<file path="config.mk">
export PLATFORM = sky130hd
export DESIGN_NAME = max_empty_rectangle_area_top
export DESIGN_NICKNAME = d
export VERILOG_FILES = /design/src/hdl/mera_pkg.sv /design/src/hdl/mera_ram.sv /design/src/hdl/mera_ctrl.sv /design/src/hdl/mera_dpath.sv /design/src/hdl/max_empty_rectangle_area_top.sv
export VERILOG_INCLUDE_DIRS = /design/src /design/src/hdl
export SDC_FILE = /design/constraint.sdc
export NUM_CORES = 2
export LEC_CHECK = 0
export ABC_AREA = 1
export BUFFER_PORTS_ARGS = -buffer_cell sky130_fd_sc_hd__buf_2
export CORE_ASPECT_RATIO = 1.4
export CORE_MARGIN = 4
export CORE_UTILIZATION = 47
export CTS_CLUSTER_SIZE = 25
export DETAILED_ROUTE_END_ITERATION = 16
export GPL_TIMING_DRIVEN = 0
export PLACE_DENSITY = 0.6
export SKIP_LAST_GASP = 1
export SYNTH_ARGS = -nofsm -noshare
export SYNTH_HDL_FRONTEND = slang
export SYNTH_SLANG_ARGS = --single-unit
</file>
<file path="constraint.sdc">
create_clock -name clk_i -period 20.8 [get_ports clk_i]
set_clock_uncertainty 0.05 [all_clocks]
set_input_delay 2.08 -clock clk_i [delete_from_list [all_inputs] [get_ports clk_i]]
set_output_delay 2.08 -clock clk_i [all_outputs]
set_load 0.01 [all_outputs]
</file>
<file path="src/hdl/max_empty_rectangle_area_top_assert.svh">
// ----------------------------------------------------------------------------
// max_empty_rectangle_area_top_assert.svh
// Assertion macros for the maximal empty rectangle block.
// ----------------------------------------------------------------------------
`ifndef MAX_EMPTY_RECTANGLE_AREA_TOP_ASSERT_SVH
`define MAX_EMPTY_RECTANGLE_AREA_TOP_ASSERT_SVH

`ifndef SYNTHESIS
// Same-cycle implication, reset disables the check
`define MERA_ASSERT_NOW(lbl, ante, cons, msg) \
  lbl: assert property (@(posedge clk_i) disable iff (!rst_ni) (ante) |-> (cons)) \
    else $error(msg);
// Next-cycle implication, reset disables the check
`define MERA_ASSERT_NEXT(lbl, ante, cons, msg) \
  lbl: assert property (@(posedge clk_i) disable iff (!rst_ni) (ante) |=> (cons)) \
    else $error(msg);
`else
`define MERA_ASSERT_NOW(lbl, ante, cons, msg)
`define MERA_ASSERT_NEXT(lbl, ante, cons, msg)
`endif

`endif

</file>
<file path="src/hdl/mera_pkg.sv">
// ----------------------------------------------------------------------------
// mera_pkg
// Shared constants, command and status types of the rectangle area block.
// ----------------------------------------------------------------------------
`default_nettype none

package mera_pkg;

  localparam int unsigned MaxColumns = 64;
  localparam int unsigned ColW       = 6;
  localparam int unsigned CountW     = 7;
  localparam int unsigned HeightW    = 11;
  localparam int unsigned AreaW      = 17;
  localparam int unsigned HlW        = HeightW + ColW;

  localparam logic [HeightW-1:0] HeightCap = 11'd2047;
  localparam logic [CountW-1:0]  CountReset = 7'd64;

  // Register index codes (paddr bit 2)
  localparam logic RegColumnCount = 1'b0;

  // Column store read address select
  typedef enum logic [1:0] {
    RD_COL,
    RD_K,
    RD_K_PREV
  } mera_rdsel_e;

  // Controller to datapath
  typedef struct packed {
    mera_rdsel_e rd_sel;
    logic        load;
    logic        pass_step;
    logic        emit_mul;
    logic        emit_push;
  } mera_cmd_t;

  // Datapath to controller
  typedef struct packed {
    logic row_end;
    logic pass_done;
    logic emit_last;
    logic out_free;
  } mera_stat_t;

endpackage

`default_nettype wire

</file>
<file path="src/hdl/mera_ram.sv">
// ----------------------------------------------------------------------------
// mera_ram
// Generic single write port, single read port RAM with registered read.
// ----------------------------------------------------------------------------
`default_nettype none

module mera_ram #(
  parameter int unsigned WIDTH = 8,
  parameter int unsigned DEPTH = 64
) (
  input  wire logic                     clk_i,
  input  wire logic                     we_i,
  input  wire logic [$clog2(DEPTH)-1:0] waddr_i,
  input  wire logic [WIDTH-1:0]         wdata_i,
  input  wire logic [$clog2(DEPTH)-1:0] raddr_i,
  output logic      [WIDTH-1:0]         rdata_o
);

  logic [WIDTH-1:0] mem_q [DEPTH];

  // Write port
  always_ff @(posedge clk_i) begin
    if (we_i) begin
      mem_q[waddr_i] <= wdata_i;
    end
  end

  // Registered read port
  always_ff @(posedge clk_i) begin
    rdata_o <= mem_q[raddr_i];
  end

endmodule

`default_nettype wire

</file>
<file path="src/hdl/mera_ctrl.sv">
// ----------------------------------------------------------------------------
// mera_ctrl
// Sequencer: cell load, right-to-left bound pass, per-column area emission.
// ----------------------------------------------------------------------------
`default_nettype none

module mera_ctrl (
  input  wire logic                 clk_i,
  input  wire logic                 rst_ni,
  input  wire logic                 cfg_clear_i,
  input  wire logic                 in_valid_i,
  output logic                      in_stall_o,
  input  wire mera_pkg::mera_stat_t stat_i,
  output mera_pkg::mera_cmd_t       cmd_o
);

  import mera_pkg::*;

  localparam logic [2:0] S_FETCH      = 3'd0;
  localparam logic [2:0] S_LOAD       = 3'd1;
  localparam logic [2:0] S_PASS_PRIME = 3'd2;
  localparam logic [2:0] S_PASS       = 3'd3;
  localparam logic [2:0] S_EMIT_RD    = 3'd4;
  localparam logic [2:0] S_EMIT_MUL   = 3'd5;
  localparam logic [2:0] S_EMIT_PUSH  = 3'd6;

  logic [2:0] state_q, state_d;

  // Next state and commands
  always_comb begin
    state_d          = state_q;
    in_stall_o       = 1'b1;
    cmd_o.rd_sel     = RD_K;
    cmd_o.load       = 1'b0;
    cmd_o.pass_step  = 1'b0;
    cmd_o.emit_mul   = 1'b0;
    cmd_o.emit_push  = 1'b0;
    unique case (state_q)
      S_FETCH: begin
        cmd_o.rd_sel = RD_COL;
        state_d      = S_LOAD;
      end
      S_LOAD: begin
        cmd_o.rd_sel = RD_COL;
        in_stall_o   = 1'b0;
        if (in_valid_i) begin
          cmd_o.load = 1'b1;
          state_d    = stat_i.row_end ? S_PASS_PRIME : S_FETCH;
        end
      end
      S_PASS_PRIME: begin
        cmd_o.rd_sel = RD_K;
        state_d      = S_PASS;
      end
      S_PASS: begin
        // write bound k, fetch bound k-1
        cmd_o.rd_sel    = RD_K_PREV;
        cmd_o.pass_step = 1'b1;
        if (stat_i.pass_done) begin
          state_d = S_EMIT_RD;
        end
      end
      S_EMIT_RD: begin
        cmd_o.rd_sel = RD_K;
        state_d      = S_EMIT_MUL;
      end
      S_EMIT_MUL: begin
        cmd_o.emit_mul = 1'b1;
        state_d        = S_EMIT_PUSH;
      end
      S_EMIT_PUSH: begin
        if (stat_i.out_free) begin
          cmd_o.emit_push = 1'b1;
          state_d         = stat_i.emit_last ? S_FETCH : S_EMIT_RD;
        end
      end
      default: begin
        state_d = S_FETCH;
      end
    endcase
    // register write restarts the row
    if (cfg_clear_i) begin
      state_d = S_FETCH;
    end
  end

  always_ff @(posedge clk_i or negedge rst_ni) begin
    if (!rst_ni) begin
      state_q <= S_FETCH;
    end else begin
      state_q <= state_d;
    end
  end

endmodule

`default_nettype wire

</file>
<file path="src/hdl/mera_dpath.sv">
// ----------------------------------------------------------------------------
// mera_dpath
// Column stores, bound update logic, area multiply and output register.
// ----------------------------------------------------------------------------
`default_nettype none

module mera_dpath (
  input  wire logic                 clk_i,
  input  wire logic                 rst_ni,
  input  wire logic                 cfg_clear_i,
  input  wire logic [5:0]           last_col_i,
  input  wire mera_pkg::mera_cmd_t  cmd_i,
  output mera_pkg::mera_stat_t      stat_o,
  input  wire logic                 cell_blocked_i,
  input  wire logic                 last_cell_i,
  output logic                      out_valid_o,
  input  wire logic                 out_stall_i,
  output logic [5:0]                column_index_o,
  output logic [16:0]               cell_area_o,
  output logic [16:0]               best_area_o,
  output logic                      row_done_o,
  output logic                      matrix_done_o
);

  import mera_pkg::*;

  // Control state
  logic [ColW-1:0]       col_q, col_d;
  logic [CountW-1:0]     rll_q, rll_d;
  logic [ColW-1:0]       end_q, end_d;
  logic                  last_q, last_d;
  logic [ColW-1:0]       k_q, k_d;
  logic [ColW-1:0]       limit_q, limit_d;
  logic                  limit_ok_q, limit_ok_d;
  logic [AreaW-1:0]      best_q, best_d;
  logic [MaxColumns-1:0] hl_vld_q, hl_vld_d;
  logic [MaxColumns-1:0] r_vld_q, r_vld_d;
  logic                  hl_vld_rd_q, r_vld_rd_q;
  logic                  out_vld_q, out_vld_d;

  // Payload
  logic [AreaW-1:0]      area_q, area_d;
  logic [ColW-1:0]       oidx_q, oidx_d;
  logic [AreaW-1:0]      oarea_q, oarea_d;
  logic [AreaW-1:0]      obest_q, obest_d;
  logic                  orow_q, orow_d;
  logic                  omat_q, omat_d;

  // Store access
  logic [ColW-1:0]       rd_addr;
  logic [HlW-1:0]        hl_rdata;
  logic [ColW-1:0]       r_rdata;
  logic                  blk_rdata;
  logic [HeightW-1:0]    h_cur, h_new;
  logic [ColW-1:0]       l_cur, l_new;
  logic [ColW-1:0]       r_cur, r_new;
  logic [CountW-1:0]     width;
  logic [HeightW+CountW-1:0] area_full;
  logic [AreaW-1:0]      best_new;

  // Read address select
  always_comb begin
    case (cmd_i.rd_sel)
      RD_COL:    rd_addr = col_q;
      RD_K:      rd_addr = k_q;
      RD_K_PREV: rd_addr = k_q - 1'b1;
      default:   rd_addr = k_q;
    endcase
  end

  mera_ram #(.WIDTH(HlW), .DEPTH(MaxColumns)) u_hl_ram (
    .clk_i   (clk_i),
    .we_i    (cmd_i.load),
    .waddr_i (col_q),
    .wdata_i ({h_new, l_new}),
    .raddr_i (rd_addr),
    .rdata_o (hl_rdata)
  );

  mera_ram #(.WIDTH(ColW), .DEPTH(MaxColumns)) u_r_ram (
    .clk_i   (clk_i),
    .we_i    (cmd_i.pass_step),
    .waddr_i (k_q),
    .wdata_i (r_new),
    .raddr_i (rd_addr),
    .rdata_o (r_rdata)
  );

  mera_ram #(.WIDTH(1), .DEPTH(MaxColumns)) u_blk_ram (
    .clk_i   (clk_i),
    .we_i    (cmd_i.load),
    .waddr_i (col_q),
    .wdata_i (cell_blocked_i),
    .raddr_i (rd_addr),
    .rdata_o (blk_rdata)
  );

  // Entries not yet written read as their reset values
  assign h_cur = hl_vld_rd_q ? hl_rdata[HlW-1:ColW] : '0;
  assign l_cur = hl_vld_rd_q ? hl_rdata[ColW-1:0] : '0;
  assign r_cur = r_vld_rd_q ? r_rdata : last_col_i;

  // Height and left bound update for the arriving cell
  always_comb begin
    if (cell_blocked_i) begin
      h_new = '0;
      l_new = '0;
    end else begin
      h_new = (h_cur < HeightCap) ? h_cur + 11'd1 : h_cur;
      l_new = ({1'b0, l_cur} < rll_q) ? rll_q[ColW-1:0] : l_cur;
    end
  end

  // Right bound update in the right-to-left pass
  always_comb begin
    if (blk_rdata) begin
      r_new = end_q;
    end else if (limit_ok_q && (r_cur > limit_q)) begin
      r_new = limit_q;
    end else begin
      r_new = r_cur;
    end
  end

  // Area of the fetched column
  assign width     = (r_cur >= l_cur) ? ({1'b0, r_cur} - {1'b0, l_cur} + 7'd1) : 7'd0;
  assign area_full = {{CountW{1'b0}}, h_cur} * {{HeightW{1'b0}}, width};
  assign best_new  = (area_q > best_q) ? area_q : best_q;

  // Next state
  always_comb begin
    col_d      = col_q;
    rll_d      = rll_q;
    end_d      = end_q;
    last_d     = last_q;
    k_d        = k_q;
    limit_d    = limit_q;
    limit_ok_d = limit_ok_q;
    best_d     = best_q;
    hl_vld_d   = hl_vld_q;
    r_vld_d    = r_vld_q;
    area_d     = area_q;
    oidx_d     = oidx_q;
    oarea_d    = oarea_q;
    obest_d    = obest_q;
    orow_d     = orow_q;
    omat_d     = omat_q;
    out_vld_d  = out_vld_q && out_stall_i;

    if (cfg_clear_i) begin
      col_d    = '0;
      rll_d    = '0;
      best_d   = '0;
      hl_vld_d = '0;
      r_vld_d  = '0;
    end else begin
      if (cmd_i.load) begin
        hl_vld_d[col_q] = 1'b1;
        if (cell_blocked_i) begin
          rll_d = {1'b0, col_q} + 7'd1;
        end
        if (stat_o.row_end) begin
          end_d      = col_q;
          k_d        = col_q;
          limit_d    = col_q;
          limit_ok_d = 1'b1;
          last_d     = last_cell_i;
        end else begin
          col_d = col_q + 1'b1;
        end
      end

      if (cmd_i.pass_step) begin
        r_vld_d[k_q] = 1'b1;
        if (blk_rdata) begin
          if (k_q == '0) begin
            limit_ok_d = 1'b0;
          end else begin
            limit_d = k_q - 1'b1;
          end
        end
        if (k_q != '0) begin
          k_d = k_q - 1'b1;
        end
      end

      if (cmd_i.emit_mul) begin
        area_d = area_full[AreaW-1:0];
      end

      if (cmd_i.emit_push) begin
        out_vld_d = 1'b1;
        oidx_d    = k_q;
        oarea_d   = area_q;
        obest_d   = best_new;
        orow_d    = stat_o.emit_last;
        omat_d    = stat_o.emit_last && last_q;
        best_d    = best_new;
        if (stat_o.emit_last) begin
          col_d = '0;
          rll_d = '0;
          // matrix ends: back to reset state
          if (last_q) begin
            best_d   = '0;
            hl_vld_d = '0;
            r_vld_d  = '0;
          end
        end else begin
          k_d = k_q + 1'b1;
        end
      end
    end
  end

  always_ff @(posedge clk_i or negedge rst_ni) begin
    if (!rst_ni) begin
      col_q       <= '0;
      rll_q       <= '0;
      end_q       <= '0;
      last_q      <= 1'b0;
      k_q         <= '0;
      limit_q     <= '0;
      limit_ok_q  <= 1'b0;
      best_q      <= '0;
      hl_vld_q    <= '0;
      r_vld_q     <= '0;
      hl_vld_rd_q <= 1'b0;
      r_vld_rd_q  <= 1'b0;
      out_vld_q   <= 1'b0;
    end else begin
      col_q       <= col_d;
      rll_q       <= rll_d;
      end_q       <= end_d;
      last_q      <= last_d;
      k_q         <= k_d;
      limit_q     <= limit_d;
      limit_ok_q  <= limit_ok_d;
      best_q      <= best_d;
      hl_vld_q    <= hl_vld_d;
      r_vld_q     <= r_vld_d;
      hl_vld_rd_q <= hl_vld_q[rd_addr];
      r_vld_rd_q  <= r_vld_q[rd_addr];
      out_vld_q   <= out_vld_d;
    end
  end

  always_ff @(posedge clk_i) begin
    area_q  <= area_d;
    oidx_q  <= oidx_d;
    oarea_q <= oarea_d;
    obest_q <= obest_d;
    orow_q  <= orow_d;
    omat_q  <= omat_d;
  end

  // Status
  assign stat_o.row_end   = (col_q == last_col_i) || last_cell_i;
  assign stat_o.pass_done = (k_q == '0);
  assign stat_o.emit_last = (k_q == end_q);
  assign stat_o.out_free  = !out_vld_q || !out_stall_i;

  assign out_valid_o    = out_vld_q;
  assign column_index_o = oidx_q;
  assign cell_area_o    = oarea_q;
  assign best_area_o    = obest_q;
  assign row_done_o     = orow_q;
  assign matrix_done_o  = omat_q;

endmodule

`default_nettype wire

</file>
<file path="src/hdl/max_empty_rectangle_area_top.sv">
// ----------------------------------------------------------------------------
// max_empty_rectangle_area_top
// Maximal empty rectangle, column histogram scheme, over a streamed grid.
// ----------------------------------------------------------------------------
//  channel  direction  handshake              payload
//  input    in         in_valid_i/in_stall_o  cell_blocked_i, last_cell_i
//  output   out        out_valid_o/out_stall_i column_index_o, cell_area_o,
//                                             best_area_o, row_done_o, matrix_done_o
//  config   APB        psel/penable/pready    paddr, pwdata, prdata
//
//  A cell goes through a column store read, then an update and write.
//  At a row end a right bound pass runs right to left over the row, then
//  each result takes a store read, a multiply and a push that waits on out_stall_i.
//  Reset is asynchronous; stores need no clearing pass (valid bits per column).
//  A new row is taken while the final result of the previous row waits.
// ----------------------------------------------------------------------------
`default_nettype none

`include "max_empty_rectangle_area_top_assert.svh"

module max_empty_rectangle_area_top (
  input  wire logic        clk_i,
  input  wire logic        rst_ni,
  // configuration
  input  wire logic        psel,
  input  wire logic        penable,
  input  wire logic        pwrite,
  input  wire logic [2:0]  paddr,
  input  wire logic [31:0] pwdata,
  output logic      [31:0] prdata,
  output logic             pready,
  // cells
  input  wire logic        in_valid_i,
  output logic             in_stall_o,
  input  wire logic        cell_blocked_i,
  input  wire logic        last_cell_i,
  // results
  output logic             out_valid_o,
  input  wire logic        out_stall_i,
  output logic [5:0]       column_index_o,
  output logic [16:0]      cell_area_o,
  output logic [16:0]      best_area_o,
  output logic             row_done_o,
  output logic             matrix_done_o
);

  import mera_pkg::*;

  logic [CountW-1:0] count_q, count_d;
  logic [CountW-1:0] cols_eff;
  logic [ColW-1:0]   last_col;
  logic              cfg_wr;
  mera_cmd_t         cmd;
  mera_stat_t        stat;

  // Register write decode
  assign pready  = 1'b1;
  assign cfg_wr  = psel && penable && pwrite && pready && (paddr[2] == RegColumnCount);
  assign count_d = cfg_wr ? pwdata[CountW-1:0] : count_q;
  assign prdata  = (paddr[2] == RegColumnCount) ? {{(32 - CountW){1'b0}}, count_q} : '0;

  always_ff @(posedge clk_i or negedge rst_ni) begin
    if (!rst_ni) begin
      count_q <= CountReset;
    end else begin
      count_q <= count_d;
    end
  end

  // Effective column count, clamped to 1..MaxColumns
  always_comb begin
    if (count_q == '0) begin
      cols_eff = CountW'(1);
    end else if (count_q > CountW'(MaxColumns)) begin
      cols_eff = CountW'(MaxColumns);
    end else begin
      cols_eff = count_q;
    end
  end
  assign last_col = ColW'(cols_eff - CountW'(1));

  mera_ctrl u_ctrl (
    .clk_i       (clk_i),
    .rst_ni      (rst_ni),
    .cfg_clear_i (cfg_wr),
    .in_valid_i  (in_valid_i),
    .in_stall_o  (in_stall_o),
    .stat_i      (stat),
    .cmd_o       (cmd)
  );

  mera_dpath u_dpath (
    .clk_i          (clk_i),
    .rst_ni         (rst_ni),
    .cfg_clear_i    (cfg_wr),
    .last_col_i     (last_col),
    .cmd_i          (cmd),
    .stat_o         (stat),
    .cell_blocked_i (cell_blocked_i),
    .last_cell_i    (last_cell_i),
    .out_valid_o    (out_valid_o),
    .out_stall_i    (out_stall_i),
    .column_index_o (column_index_o),
    .cell_area_o    (cell_area_o),
    .best_area_o    (best_area_o),
    .row_done_o     (row_done_o),
    .matrix_done_o  (matrix_done_o)
  );

  // Assertions
  `MERA_ASSERT_NEXT(a_stall_after_cell, in_valid_i && !in_stall_o, in_stall_o, "cell taken twice")
  `MERA_ASSERT_NOW(a_index_in_row, out_valid_o, column_index_o <= last_col, "index past row")
  `MERA_ASSERT_NOW(a_emit_blocks_in, out_valid_o && !row_done_o, in_stall_o, "cell taken in emit")

endmodule

`default_nettype wire

</file>
==> summary.md <==
| Metric | Value |
|---|---|
| Status | `finished clean` |
| # resized after CTS | `0` |
| Drt wl/cell | `29.1 um` |
| Most Crowded Layer GR | `met2` |
| Post-Place Cells | `8,584` |
| Slowest stage delay, CP | `approximately 590 ps` |
| Setup bufs post-CTS | `0` |
| Register bit count reported by yosys | `1,810` |
| Final setup margin | `12,620 ps` |
| Crit path capture type | `flop` |
| Tcrit/Tclk final | `39.3%` |
| Worst-path fanout max | `9` |
| Total die area | `172,000 um2` |
| Mapped Area | `approximately 78,000 um2` |
| Reg2reg path depth | `35` |
| Core Region | `164,000 um2` |
| Sequential cell area | `53,200 um2` |
| FP Rows | `176` |
| Buf+Inv Stages, Crit Path | `7` |
| First-iteration detailed-routing DRC count | `5,961` |
| CTS tree | `done` |
| Largest net degree at the start of global routing | `79` |
| Max-cap violations | `0` |
| RePlAce Congestion | `1.02` |
| Family with the most delay on the worst path | `adder cells` |
| Min-Delay Path Class | `reg -> reg` |
| Fillcell total | `13,900` |
| Root buf cell | `clkbuf_16` |
| Total gr overflow | `0` |
| Port bufs | `66` |
| Dpl ws | `between 10,000 and 15,000 ps` |
| Async set-reset flop share out of synthesis | `a little over a tenth` |
| Synth Warn # | `0` |
| Cts bufs inserted | `170` |
| Global-route wire length before repair | `367,000 um` |
| Min cycle time layout | `8180 ps` |
| Worst Max-Slew Pin Slew | `1340 ps` |
| Worst Path Arrival | `between 8000 and 9000 ps` |
| Met2 usage | `50.2%` |
| Yosys top cell by area | `edfxtp_1` |
| Vias in the first global route | `52,600` |
| Yosys top cell area share | `between 60% and 70%` |
| Final ANT Viol Nets | `0` |
| WHS | `393 ps` |
| Post-detailed-route DRC marker count | `0` |
| Share of cells above drive strength 1 | `11.7%` |
| RSZ-0062 raised after global routing | `no` |
| Setup TNS | `0 ps` |
| Startpoint type of the worst setup path | `flop` |
| H-tree depth | `4` |
| Clk_lat worst skew | `840 ps` |
| Post-synthesis cell count | `6,259` |
| Main synth FF type | `edfxtp_1` |
| Crit path required time | `21,320 ps` |
| Cts-stage hold buffer count | `0` |
| Met3 Use GR | `6.29%` |
| Distinct cells, synth | `58` |
| Top Ports | `between 100 and 150` |
| Area growth, synth to finish | `14.0%` |
| Worst slew margin | `a little over a tenth` |
| Die Ht | `489 um` |
| Overall routed net length | `259,000 um` |
| Final non-filler cell total | `8,910` |
| Top post-synthesis cells by area | `edfxtp_1, o211ai_1, dfrtp_1` |
| Hpwl dp | `189,000 um` |
| F_max | `122 MHz` |
| Initial antenna violation count | `13` |
| Slowest CP cell | `dfstp_2` |
| Clk slew on worst S/H paths | `about 70 ps` |
| Starting density of the core | `a little under half` |
| Hold path depth | `0` |
| Multi-input logic area | `21,700 um2` |
| Via/cell ratio | `approximately 6` |
| Met1 Use GR | `34.5%` |
| Vias | `53,200` |
| Hold Fails Final Rpt | `0` |
| Clk sink count | `1,810` |
| First-pass DRT Iterations | `7` |
| Die X | `352 um` |
| Syn_area_per_cell | `12.4 um2` |
| Register area share after synthesis | `about two thirds` |
| Kind of critical path | `reg -> reg` |
| Max Slew Vio Count | `0` |
| Post-layout nets | `~6,800` |
| Clock buffer depth | `3` |
| CP Depth | `35` |
| # setup viols final | `0` |
| Post-synth EDFFs | `1,595` |
| Tot GR Track Use | `29.9%` |
final timing paths:
kind | from | to | slack, ps
setup / recovery | count_q[6] | u_dpath.area_q[14] | 12620
hold / removal | u_dpath.k_q[5] | u_dpath.column_index_o[5] | 390
setup reg to reg | count_q[6] | u_dpath.area_q[14] | 12620
hold reg to reg | u_dpath.k_q[5] | u_dpath.column_index_o[5] | 390
max in group asynchronous | rst_ni | u_dpath.hl_vld_q[44] | 18320
min in group asynchronous | rst_ni | u_dpath.best_q[14] | 1120
per-layer routing:
| metal | up-vias | routed length, um |
|---|---|---|
| li1 | 23500 | - |
| met1 | 26500 | 91700 |
| met2 | 2486 | 126000 |
| met3 | 702 | 20300 |
| met4 | 4 | 21400 |
| met5 | - | 24 |
flip-flops by register name (all words and copies together), names as in the netlist, 3 cells and up:
| name | count |
|---|---|
| count_q | 7 |
| u_dpath.hl_vld_q | 64 |
| u_dpath.r_vld_q | 64 |
| u_dpath.best_area_o | 17 |
| u_dpath.rll_q | 7 |
| u_dpath.col_q | 6 |
| u_dpath.u_blk_ram.mem_q | 64 |
| u_dpath.u_hl_ram.rdata_o | 17 |
| u_dpath.area_q | 17 |
| u_dpath.end_q | 6 |
| u_dpath.u_hl_ram.mem_q | 1088 |
| u_dpath.k_q | 6 |
| u_ctrl.state_q | 3 |
| u_dpath.u_r_ram.rdata_o | 6 |
| u_dpath.column_index_o | 6 |
| u_dpath.cell_area_o | 17 |
| u_dpath.limit_q | 6 |
| u_dpath.best_q | 17 |
| u_dpath.u_r_ram.mem_q | 384 |
cells in the final DEF (no fill, tap or decap), types with 11 or more instances in the layout:
| cell | n |
|---|---|
| buf_12 | 30 |
| a21oi_1 | 61 |
| buf_16 | 15 |
| or2_2 | 21 |
| nor2_2 | 66 |
| nand3_1 | 392 |
| clkbuf_2 | 13 |
| o22ai_1 | 48 |
| clkinv_1 | 29 |
| dfrtp_1 | 190 |
| ha_1 | 80 |
| inv_1 | 285 |
| clkbuf_1 | 212 |
| nand4_1 | 11 |
| conb_1 | 26 |
| o21ai_0 | 523 |
| nand2_1 | 306 |
| o211ai_1 | 809 |
| buf_8 | 54 |
| or2_0 | 359 |
| clkbuf_8 | 22 |
| nor3_1 | 21 |
| edfxtp_1 | 1595 |
| clkbuf_16 | 175 |
| dfxtp_1 | 24 |
| buf_6 | 28 |
| buf_2 | 224 |
| nor2_1 | 868 |
| fa_1 | 46 |
| buf_4 | 37 |
| buf_1 | 24 |
| or2_1 | 11 |
| xor2_1 | 19 |
| clkinv_2 | 27 |
stage by stage:
stage	util, %	instance area [um2]
finish	53.9	88500
detailed placement	50.5	83000
global placement	49.2	80700
floorplan	-	77700
global route	53.9	88500
CTS	53.9	88500
area by class of cell:
type	instances	area share, %
flip-flops and latches	1810	60.1
multi-input cells	3744	24.5
clock buffers	242	5.48
well taps	2136	3.02
repair buffers	165	2.44
plain buffers	427	2.44
inverters	302	1.29
clock inverters	75	0.730
diodes	9	0.0255
worst reg2reg max path: cells and delay by family (launching register included):
family / cells / cell delay (ps)
buffers and inverters: 7 / 670
and+or+nand+nor: 10 / 1130
DFF: 1 / 590
AOI/OAI and AO/OA: 9 / 1920
adders and majority gates: 8 / 3400
xor gates and xnor gates: 1 / 150
synthesized netlist by cell type (3+ instances only):
cell / number
a21oi_1: 71
o211ai_1: 809
inv_1: 285
nor2_1: 936
or2_1: 11
xnor2_1: 8
nand2_1: 312
a22oi_1: 3
o22ai_1: 48
dfrtp_1: 190
nand4_1: 11
fa_1: 46
a221oi_1: 3
nor3_1: 22
o21a_1: 5
edfxtp_1: 1595
o21ai_0: 523
or2_0: 359
or2_2: 21
clkbuf_2: 13
buf_2: 160
clkbuf_1: 167
a21o_1: 3
nand3_1: 392
buf_4: 36
xor2_1: 19
nor2_4: 3
nand2_2: 4
clkinv_1: 6
buf_1: 24
buf_6: 27
dfxtp_1: 24
o21ai_1: 7
ha_1: 80
inv_2: 8
cell families (layout without fill, tap and decap cells):
kind of cell             after synthesis  count (layout)  synth area share (%)
adder cells (fa/ha/maj)              126             126                  2.47
other                                  2              35               0.00967
AO/OA/AOI/OAI                       1486            1486                  12.4
XOR/XNOR                              27              27                 0.305
flip-flops                          1810            1810                  68.5
buffers and inverters                729            1211                  4.25
AND/OR/NAND/NOR                     2079            2079                  12.1
Power is left out: the tool's default activity adds up to more than one toggle a clock period on the data nets, which glitch-free logic cannot reach.
